### config.mk
export PLATFORM = sky130hd
export DESIGN_NAME = changed_output_run_burst_writer_top
export DESIGN_NICKNAME = d
export VERILOG_FILES = /design/src/hw/rtl/crbw_pkg.sv /design/src/hw/rtl/crbw_front.sv /design/src/hw/rtl/crbw_queue.sv /design/src/hw/rtl/crbw_back.sv /design/src/hw/rtl/changed_output_run_burst_writer_top.sv
export SDC_FILE = /design/constraint.sdc
export NUM_CORES = 1
export LEC_CHECK = 0
export BUFFER_PORTS_ARGS = -buffer_cell sky130_fd_sc_hd__buf_2
export CAP_MARGIN = 20
export CORE_MARGIN = 8
export CORE_UTILIZATION = 60
export CTS_BUF_LIST = sky130_fd_sc_hd__clkbuf_8
export DETAILED_ROUTE_END_ITERATION = 8
export GPL_ROUTABILITY_DRIVEN = 0
export MAX_ROUTING_LAYER = met4
export PLACE_DENSITY = 0.78
export RECOVER_POWER = 50
export SLEW_MARGIN = 10
export SYNTH_ARGS = -nofsm -noshare
export SYNTH_HDL_FRONTEND = slang
export SYNTH_SLANG_ARGS = --single-unit
### constraint.sdc
create_clock -name clk -period 24.2 [get_ports clk]
set_input_delay 7.26 -clock clk [delete_from_list [all_inputs] [get_ports clk]]
set_output_delay 7.26 -clock clk [all_outputs]
set_load 0.02 [all_outputs]
### src/hw/rtl/crbw_pkg.sv
package crbw_pkg;

  // fixed field widths
  localparam int PAT_W   = 24;
  localparam int TGT_W   = 2;
  localparam int REG_W   = 6;
  localparam int LEN_W   = 5;
  localparam int IDX_W   = 5;

  // defaults for the top-level parameters
  localparam int NUM_OUTPUTS_DEF = 24;
  localparam int NUM_TARGETS_DEF = 4;

  // first register of the output bank
  localparam logic [REG_W-1:0] REG_BASE = 6'h0F;

  // depth of the queue between front and back
  localparam int QUEUE_DEPTH = 2;

  // one classified item waiting for the run scanner
  typedef struct packed {
    logic [TGT_W-1:0] tgt;
    logic [PAT_W-1:0] diff;
    logic [PAT_W-1:0] newp;
  } crbw_entry_t;

  // mask of the n lowest bits
  function automatic logic [PAT_W-1:0] low_mask(input logic [LEN_W:0] n);
    logic [PAT_W-1:0] m;
    m = '0;
    for (int i = 0; i < PAT_W; i++) begin
      m[i] = ((LEN_W+1)'(i) < n);
    end
    return m;
  endfunction

  // index of the lowest set bit, zero when none is set
  function automatic logic [IDX_W-1:0] first_one(input logic [PAT_W:0] v);
    logic [IDX_W-1:0] idx;
    idx = '0;
    for (int i = PAT_W; i >= 0; i--) begin
      if (v[i]) begin
        idx = IDX_W'(i);
      end
    end
    return idx;
  endfunction

endpackage

### src/hw/rtl/crbw_front.sv
module crbw_front #(
  parameter int NUM_OUTPUTS = crbw_pkg::NUM_OUTPUTS_DEF,
  parameter int NUM_TARGETS = crbw_pkg::NUM_TARGETS_DEF
) (
  input  logic                       clk,
  input  logic                       rst_n,
  input  logic                       in_valid,
  output logic                       in_stall,
  input  logic [crbw_pkg::TGT_W-1:0] in_target,
  input  logic [crbw_pkg::PAT_W-1:0] in_pattern,
  output logic                       push,
  output crbw_pkg::crbw_entry_t      push_entry,
  input  logic                       queue_full
);
  import crbw_pkg::*;

  localparam int SEL_W = (NUM_TARGETS > 1) ? $clog2(NUM_TARGETS) : 1;

  logic [PAT_W-1:0] last_pat_r [NUM_TARGETS];
  logic [PAT_W-1:0] out_mask;
  logic [PAT_W-1:0] new_pat;
  logic [PAT_W-1:0] old_pat;
  logic [PAT_W-1:0] diff;
  logic [SEL_W-1:0] sel;
  logic             tgt_ok;
  logic             accept;

  assign in_stall = queue_full;
  assign accept   = in_valid && !queue_full;

  // classify: target in range, which outputs changed
  assign out_mask = low_mask((LEN_W+1)'(NUM_OUTPUTS));
  assign new_pat  = in_pattern & out_mask;
  assign tgt_ok   = ({1'b0, in_target} < (TGT_W+1)'(NUM_TARGETS));
  assign sel      = SEL_W'(in_target);
  assign old_pat  = tgt_ok ? last_pat_r[sel] : '0;
  assign diff     = (new_pat ^ old_pat) & out_mask;

  // only items with at least one changed output go to the back end
  assign push            = accept && tgt_ok && (diff != '0);
  assign push_entry.tgt  = in_target;
  assign push_entry.diff = diff;
  assign push_entry.newp = new_pat;

  // per-target pattern record
  always_ff @(posedge clk) begin
    if (!rst_n) begin
      for (int t = 0; t < NUM_TARGETS; t++) begin
        last_pat_r[t] <= '0;
      end
    end else if (accept && tgt_ok) begin
      last_pat_r[sel] <= new_pat;
    end
  end

endmodule

### src/hw/rtl/crbw_queue.sv
module crbw_queue (
  input  logic                  clk,
  input  logic                  rst_n,
  input  logic                  push,
  input  crbw_pkg::crbw_entry_t push_entry,
  output logic                  full,
  input  logic                  pop,
  output logic                  not_empty,
  output crbw_pkg::crbw_entry_t pop_entry
);
  import crbw_pkg::*;

  localparam int PTR_W = (QUEUE_DEPTH > 1) ? $clog2(QUEUE_DEPTH) : 1;
  localparam int CNT_W = $clog2(QUEUE_DEPTH + 1);

  crbw_entry_t      slot_r [QUEUE_DEPTH];
  logic [PTR_W-1:0] wr_ptr_r, wr_ptr_nxt;
  logic [PTR_W-1:0] rd_ptr_r, rd_ptr_nxt;
  logic [CNT_W-1:0] count_r, count_nxt;
  logic             do_push;
  logic             do_pop;

  assign full      = (count_r == CNT_W'(QUEUE_DEPTH));
  assign not_empty = (count_r != '0);
  assign pop_entry = slot_r[rd_ptr_r];
  assign do_push   = push && !full;
  assign do_pop    = pop && not_empty;

  // pointer and fill count
  always_comb begin
    wr_ptr_nxt = wr_ptr_r;
    rd_ptr_nxt = rd_ptr_r;
    count_nxt  = count_r;
    if (do_push) begin
      wr_ptr_nxt = (wr_ptr_r == PTR_W'(QUEUE_DEPTH - 1)) ? '0 : wr_ptr_r + 1'b1;
    end
    if (do_pop) begin
      rd_ptr_nxt = (rd_ptr_r == PTR_W'(QUEUE_DEPTH - 1)) ? '0 : rd_ptr_r + 1'b1;
    end
    if (do_push && !do_pop) begin
      count_nxt = count_r + 1'b1;
    end else if (do_pop && !do_push) begin
      count_nxt = count_r - 1'b1;
    end
  end

  always_ff @(posedge clk) begin
    if (!rst_n) begin
      wr_ptr_r <= '0;
      rd_ptr_r <= '0;
      count_r  <= '0;
    end else begin
      wr_ptr_r <= wr_ptr_nxt;
      rd_ptr_r <= rd_ptr_nxt;
      count_r  <= count_nxt;
    end
  end

  // storage
  always_ff @(posedge clk) begin
    if (do_push) begin
      slot_r[wr_ptr_r] <= push_entry;
    end
  end

endmodule

### src/hw/rtl/crbw_back.sv
module crbw_back (
  input  logic                       clk,
  input  logic                       rst_n,
  input  logic                       not_empty,
  input  crbw_pkg::crbw_entry_t      pop_entry,
  output logic                       pop,
  output logic                       out_valid,
  input  logic                       out_stall,
  output logic [crbw_pkg::TGT_W-1:0] out_dest,
  output logic [crbw_pkg::REG_W-1:0] out_start_register,
  output logic [crbw_pkg::LEN_W-1:0] out_run_length,
  output logic [crbw_pkg::PAT_W-1:0] out_run_bits,
  output logic                       out_last
);
  import crbw_pkg::*;

  logic             busy_r, busy_nxt;
  logic [PAT_W-1:0] rem_r, rem_nxt;
  logic [PAT_W-1:0] newp_r, newp_nxt;
  logic [TGT_W-1:0] tgt_r, tgt_nxt;

  logic             out_valid_r;
  logic [TGT_W-1:0] dest_r;
  logic [REG_W-1:0] start_reg_r;
  logic [LEN_W-1:0] len_r;
  logic [PAT_W-1:0] bits_r;
  logic             last_r;

  logic [IDX_W-1:0] run_start;
  logic [PAT_W-1:0] shifted;
  logic [IDX_W-1:0] run_len;
  logic [PAT_W-1:0] len_mask;
  logic [PAT_W-1:0] run_mask;
  logic [PAT_W-1:0] rem_left;
  logic             out_free;
  logic             emit;
  logic             final_run;

  // lowest run of changed outputs in what is left
  assign run_start = first_one({1'b0, rem_r});
  assign shifted   = rem_r >> run_start;
  assign run_len   = first_one({1'b1, ~shifted});
  assign len_mask  = low_mask({1'b0, run_len});
  assign run_mask  = len_mask << run_start;
  assign rem_left  = rem_r & ~run_mask;

  assign out_free  = !out_valid_r || !out_stall;
  assign emit      = busy_r && out_free;
  assign final_run = (rem_left == '0);
  assign pop       = !busy_r || (emit && final_run);

  // scanner state: take a new item when idle or on its predecessor's last run
  always_comb begin
    busy_nxt = busy_r;
    rem_nxt  = rem_r;
    newp_nxt = newp_r;
    tgt_nxt  = tgt_r;
    if (emit) begin
      rem_nxt = rem_left;
      if (final_run) begin
        busy_nxt = 1'b0;
      end
    end
    if (pop && not_empty) begin
      busy_nxt = 1'b1;
      rem_nxt  = pop_entry.diff;
      newp_nxt = pop_entry.newp;
      tgt_nxt  = pop_entry.tgt;
    end
  end

  always_ff @(posedge clk) begin
    if (!rst_n) begin
      busy_r <= 1'b0;
    end else begin
      busy_r <= busy_nxt;
    end
  end

  always_ff @(posedge clk) begin
    rem_r  <= rem_nxt;
    newp_r <= newp_nxt;
    tgt_r  <= tgt_nxt;
  end

  // output register
  always_ff @(posedge clk) begin
    if (!rst_n) begin
      out_valid_r <= 1'b0;
    end else if (out_free) begin
      out_valid_r <= emit;
    end
  end

  always_ff @(posedge clk) begin
    if (emit) begin
      dest_r      <= tgt_r;
      start_reg_r <= REG_BASE + REG_W'(run_start);
      len_r       <= LEN_W'(run_len);
      bits_r      <= (newp_r >> run_start) & len_mask;
      last_r      <= final_run;
    end
  end

  assign out_valid          = out_valid_r;
  assign out_dest           = dest_r;
  assign out_start_register = start_reg_r;
  assign out_run_length     = len_r;
  assign out_run_bits       = bits_r;
  assign out_last           = last_r;

endmodule

### src/hw/rtl/changed_output_run_burst_writer_top.sv
// Channel  Direction  Handshake          Payload
// in_      input      in_valid/in_stall  in_target, in_pattern
// out_     output     out_valid/out_stall out_dest, out_start_register,
//                                        out_run_length, out_run_bits, out_last
//
// An item is classified and its target's record updated in the cycle it is
// accepted; items with changes wait in a two-entry queue. The run scanner
// emits one burst per cycle unless out_stall holds it; with 24 outputs an item
// has 1..12 runs. Reset (synchronous, rst_n low) clears all target records,
// the queue and the output register. in_stall rises only while the queue is
// full; out_stall holds the output register and, through it, the scanner.
module changed_output_run_burst_writer_top #(
  parameter int NUM_OUTPUTS = crbw_pkg::NUM_OUTPUTS_DEF,
  parameter int NUM_TARGETS = crbw_pkg::NUM_TARGETS_DEF
) (
  input  logic                       clk,
  input  logic                       rst_n,
  input  logic                       in_valid,
  output logic                       in_stall,
  input  logic [crbw_pkg::TGT_W-1:0] in_target,
  input  logic [crbw_pkg::PAT_W-1:0] in_pattern,
  output logic                       out_valid,
  input  logic                       out_stall,
  output logic [crbw_pkg::TGT_W-1:0] out_dest,
  output logic [crbw_pkg::REG_W-1:0] out_start_register,
  output logic [crbw_pkg::LEN_W-1:0] out_run_length,
  output logic [crbw_pkg::PAT_W-1:0] out_run_bits,
  output logic                       out_last
);
  import crbw_pkg::*;

  crbw_entry_t push_entry;
  crbw_entry_t pop_entry;
  logic        push;
  logic        pop;
  logic        queue_full;
  logic        not_empty;

  crbw_front #(
    .NUM_OUTPUTS(NUM_OUTPUTS),
    .NUM_TARGETS(NUM_TARGETS)
  ) u_front (
    .clk        (clk),
    .rst_n      (rst_n),
    .in_valid   (in_valid),
    .in_stall   (in_stall),
    .in_target  (in_target),
    .in_pattern (in_pattern),
    .push       (push),
    .push_entry (push_entry),
    .queue_full (queue_full)
  );

  crbw_queue u_queue (
    .clk        (clk),
    .rst_n      (rst_n),
    .push       (push),
    .push_entry (push_entry),
    .full       (queue_full),
    .pop        (pop),
    .not_empty  (not_empty),
    .pop_entry  (pop_entry)
  );

  crbw_back u_back (
    .clk                (clk),
    .rst_n              (rst_n),
    .not_empty          (not_empty),
    .pop_entry          (pop_entry),
    .pop                (pop),
    .out_valid          (out_valid),
    .out_stall          (out_stall),
    .out_dest           (out_dest),
    .out_start_register (out_start_register),
    .out_run_length     (out_run_length),
    .out_run_bits       (out_run_bits),
    .out_last           (out_last)
  );

endmodule
==> results of run 1 <==
registers in the layout (all words and copies together) (netlist names), 5 cells and up, named ones only:
signal,cells
u_back.out_start_register,6
u_front.last_pat_r,96
u_back.out_run_length,5
u_back.rem_r,24
u_queue.slot_r,100
u_back.out_run_bits,24
u_back.newp_r,24
through the flow:
| stage | worst slack [ns] | area, um2 | hold slack (ns) | utilization [%] |
|---|---|---|---|---|
| after floorplan | 10.97 | 16500 | 0.400 | - |
| after global placement | 13.40 | 17000 | 0.406 | 63.2 |
| after detailed placement | 13.49 | 17100 | 0.407 | 63.4 |
| after CTS | 14.09 | 17900 | 0.437 | 66.4 |
| after global routing | 9.92 | 17800 | 0.451 | 65.9 |
| final | 10.39 | 17800 | 0.440 | 65.9 |
layer usage:
layer	wire, um	track usage (%)	vias to the layer above
met2	20300	41.3	919
met1	17800	35.8	6051
li1	-	-	5646
met3	5120	5.69	250
met5	0	-	-
met4	2250	11.4	0
worst max path at each step:
stage | startpoint | to | slack (ns) | cells after the start
after CTS | in_target[0] | u_queue.count_r[1] | 14.09 | 10
after floorplan | in_target[0] | u_queue.slot_r[0][0] | 10.97 | 8
after detailed placement | in_target[0] | u_queue.count_r[1] | 13.49 | 10
after global placement | in_target[0] | u_queue.slot_r[1][49] | 13.40 | 8
final | u_back.rem_r[2] | u_queue.count_r[1] | 10.39 | 26
after global routing | u_back.rem_r[2] | u_queue.count_r[1] | 9.92 | 26
cell type report:
cell class | instances | area, um2 | area share (%)
Clock buffer | 44 | 606 | 3.41
Clock inverter | 33 | 184 | 1.04
Inverter | 23 | 86.3 | 0.486
Multi-Input combinational cell | 1026 | 7280 | 41.0
Sequential cell | 291 | 8670 | 48.8
Tap cell | 341 | 427 | 2.40
Timing Repair Buffer | 99 | 499 | 2.81
power breakdown:
part,internal (uW),switching [uW]
clock,182,185
sequential,714,104
combinational,505,1040
cell usage in the layout, fill, tap and decap left out, drive strengths merged, types with 41 or more instances in the layout:
cell type    n
edfxtp     284
nand2      129
clkbuf     121
and2       103
mux2i      102
nor2        86
a21oi       69
o21ai       60
nand3       45
nor3        42
mux2        41
logic make-up (layout without fill, tap and decap cells):
family,Yosys count,in the layout,share of synthesized area [%]
AO/OA/AOI/OAI,325,325,14.2
XOR/XNOR,30,30,1.60
adder cells (fa/ha/maj),2,2,0.152
buffers and inverters,121,199,3.24
flip-flops,291,291,52.7
multiplexers,168,168,12.6
AND/OR/NAND/NOR,501,501,15.6
==> flow_summary.ini, run 1 <==
[setup_path]
r2r_cells = 26
cp_common_cell = clkbuf_1
cp_max_fo = 63
cp_slowest_cell = clkbuf_1
cp.arrival_ns = 14.31
crit_type = flop to flop
slowest_delay_ns = 2.07
rr_endpoint = u_queue.count_r[1]
worstReg2RegStart = u_back.rem_r[2]
crit_required_ns = 24.70
rrSetupSlack_ns = 10.39
path_delay_family = buffers and inverters
startpoint_type = flop
cp.buffers_inverters = 7
endpoint_kind = flop

[sta]
slew-limit-headroom_pct = -140
slew_violations = 276
skew_ns = 0.0375
rsz0062_at_grt = false
final_hold_viol_count = 0
max_freq_mhz = 72.4
min_period_ns = 13.81
worst_pin_slew_ns = 3.60
timing.final.crit_share_pct = 57.1
setup_viol = 0
tns_ns = 0

[synth]
synth.most_common_cell = edfxtp_1
yosysSeqAreaShare_pct = 52.7
async_reset_ff_share_pct = 0
netlist_top_cells_area = edfxtp_1, mux2i_1, and2_1, mux4_2, nand2_1
ys_top_cells_by_count = edfxtp_1, nand2_1, and2_1
synth_seq_cells = 291
synthesis.nets = 1470
yosys.area.top_type = edfxtp_1
synth_edf_count = 284
synth_cells = 1438
yosysWarningCount = 0
synth_top_area_share_pct = 51.8
synth_cell_types = 96
syn-cell-area_um2 = 16500
synth_area_per_cell_um2 = 11.4
synth_ff_type = edfxtp_1

[cts]
clk_path_buf_depth = 3
cts_tree = yes
clkTransAtPathRegs_ns = 0.06
clock_latency_ns = 0.57
post_cts_buffers = 0
hold_buffers = 0
htree_levels = 2
cts_root_buf = clkbuf_8
cts_resized = 0
cts.sinks = 291
cts_buffers = 44

[layout]
area_growth_pct = 7.86
drive_above_1_share_pct = 11.5
fillers = 2035
fin_cells = 1857
finalNetCount = 1517
n_antenna_cell = 0

[floorplan]
start_util_pct = 61.1
die_y_um = 182
rows = 60
fp.dieW_um = 182
die-area_um2 = 33000
coreArea_um2 = 27000
io_pins = 70

[route]
drt-initial-drc-count = 2117
viasPerCell = 6.93
finalWirelength_um = 45400
drt.antenna.violating_nets = 0
first_pass_iters = 7
wire_per_inst_um = 24.5
drc = 0
vias = 12866

[global_route]
grt_pass1_vias = 12094
grt_overflow_total = 0
grt_pass1_wl_um = 69600
antenna_found_initial = 0
grt_max_degree = 64
track_usage_pct = 27.4

[placement]
place_hpwl_um = 31800
dp_cells = 1779
port_buffers = 69

[power_and_ir_drop]
fin_total_pwr_uw = 2730
leakage_uw = 0.00630
irDropWorstVdd_uv = 96.4
power.density_nw_per_um2 = 154

[hold_path]
hold_depth = 0
hold_path.class = flop to flop
hold_path_end = u_back.out_dest[1]
hold_start = u_back.tgt_r[1]

[run_status]
status = finished with violations
violations = capacitance limit, slew limit

[job]
cap_violations = 6
Power figures use the tool's default switching activity.
==> run 2, diff against run 1 <==
--- a/config.mk
+++ b/config.mk
@@ -8,12 +8,12 @@
 export BUFFER_PORTS_ARGS = -buffer_cell sky130_fd_sc_hd__buf_2
 export CAP_MARGIN = 20
 export CORE_MARGIN = 8
-export CORE_UTILIZATION = 60
+export CORE_UTILIZATION = 58
 export CTS_BUF_LIST = sky130_fd_sc_hd__clkbuf_8
 export DETAILED_ROUTE_END_ITERATION = 8
 export GPL_ROUTABILITY_DRIVEN = 0
 export MAX_ROUTING_LAYER = met4
-export PLACE_DENSITY = 0.78
+export PLACE_DENSITY = 0.79
 export RECOVER_POWER = 50
 export SLEW_MARGIN = 10
 export SYNTH_ARGS = -nofsm -noshare
==> constraint.sdc (replaced) <==
create_clock -name clk -period 11.83 [get_ports clk]
set_input_delay 3.549 -clock clk [delete_from_list [all_inputs] [get_ports clk]]
set_output_delay 3.549 -clock clk [all_outputs]
set_load 0.02 [all_outputs]
==> flow_summary.ini, run 2 (same netlist as run 1, synthesis figures left out) <==
[run_status]
status = finished with violations
violations = DRC, capacitance limit, slew limit

[layout]
seq_area_um2 = 8670
reg.largest.list = u_queue.slot_r (100), u_front.last_pat_r (96)
drive_above_1_share_pct = 11.1
multi_input_area_um2 = 7280
final_common_cell = edfxtp_1
regMostFlops = u_queue.slot_r
largest_reg_flops = 100
fillers = 2092
final_cell_mix = edfxtp_1, nand2_1, mux2i_1
area_growth_pct = 7.84
finalNetCount = 1512

[global_route]
grt_pass1_vias = 12370
grt_max_degree = 60
track_usage_pct = 26.9
grt_overflow_total = 0
antenna_found_initial = 1
grt_pass1_wl_um = 69600

[setup_path]
endpoint_kind = flop
path_delay_family = simple AND/OR/NAND/NOR gates
rr_endpoint = u_back.rem_r[19]
path_cells = nor2b_1 > nor3_1 > clkbuf_1 > nand3_1 > o21ai_4 > buf_4 > inv_1 > buf_4 > mux2i_1 > mux2i_2 > o211ai_1 > nand3_1 > nor2_1 > nand2_1 > clkinv_1 > a31oi_1 > nor4_1 > o31ai_1 > nor4bb_1 > a31oi_1 > nor2_4 > buf_4 > mux2_1
worstReg2RegStart = u_back.rem_r[2]
cp_max_fo = 59
r2r_cells = 23
startpoint_type = flop
cp_slowest_cell = nor2_1
crit_type = flop to flop
cp.arrival_ns = 9.96
slowest_delay_ns = 0.83
crit_required_ns = 12.13
cp_common_cell = buf_4
cp.buffers_inverters = 6
rrSetupSlack_ns = 2.17

[placement]
port_buffers = 69
place_hpwl_um = 31600

[hold_path]
hold_depth = 0
hold_path.class = flop to flop
hold_start = u_back.tgt_r[0]
hold_path_end = u_back.out_dest[0]

[floorplan]
die-area_um2 = 34000
io_pins = 70
die_y_um = 184
rows = 61
start_util_pct = 59.1
coreArea_um2 = 27900
fp.dieW_um = 184

[sta]
worst_pin_slew_ns = 3.03
final_hold_viol_count = 0
slew_violations = 229
tns_ns = 0
slew-limit-headroom_pct = -102
setup_viol = 0
timing.final.crit_share_pct = 81.7
skew_ns = 0.0296
rsz0062_at_grt = false
min_period_ns = 9.66
max_freq_mhz = 104

[cts]
clkTransAtPathRegs_ns = 0.06
cts_tree = yes
cts.sinks = 291
cts_buffers = 45
htree_levels = 2
clock_latency_ns = 0.57
hold_buffers = 0
cts_root_buf = clkbuf_8
cts_resized = 0
clk_path_buf_depth = 3
post_cts_buffers = 0

[route]
drt.antenna.violating_nets = 0
viasPerCell = 6.81
drc = 1
finalWirelength_um = 45200
drt-initial-drc-count = 2115
first_pass_iters = 9
wire_per_inst_um = 23.9
vias = 12897

[job]
cap_violations = 7
-- run 2: how the worst max path moves through the flow --
stage	slack [ns]	endpoint	start	cells past startpoint
floorplan	2.31	u_queue.slot_r[0][0]	in_target[0]	8
global placement	3.89	u_back.rem_r[8]	u_back.rem_r[2]	23
detailed placement	3.40	u_back.rem_r[19]	u_back.rem_r[2]	23
CTS	3.38	u_back.rem_r[19]	u_back.rem_r[2]	23
global route	1.59	u_back.rem_r[19]	u_back.rem_r[2]	23
finish	2.17	u_back.rem_r[19]	u_back.rem_r[2]	23
-- run 2: metrics by stage --
step                instances  hold slack [ns]  util, %  cell area [um2]  setup slack, ns
global route             1895            0.422     63.7            17700             1.59
finish                   1895            0.415     63.7            17700             2.17
global placement         1810            0.402     61.3            17100             3.89
detailed placement       1810            0.411     61.3            17100             3.40
floorplan                1438            0.400        -            16500             2.31
CTS                      1893            0.418     64.2            17900             3.38
-- run 2: layer usage --
metal  track usage [%]  wire length [um]  vias to the layer above
li1                  -                 -                     5645
met1              33.8             17300                     5985
met2              40.4             20100                     1012
met3              7.07              5380                      255
met4              12.5              2460                        0
met5                 -                 0                        -
-- run 2: layout make-up --
cell class / instances / share of cell area [%]
clock inverter: 36 / 0.973
tap: 378 / 2.66
clock buffer: 47 / 3.64
multi-input combinational: 1026 / 41.0
timing repair buffer: 93 / 2.35
sequential: 291 / 48.9
antenna: 1 / 0.0141
inverter: 23 / 0.486
Power of run 2 is not shown: default switching activity piles up to over one toggle a cycle in this logic, so the estimate is an artifact.
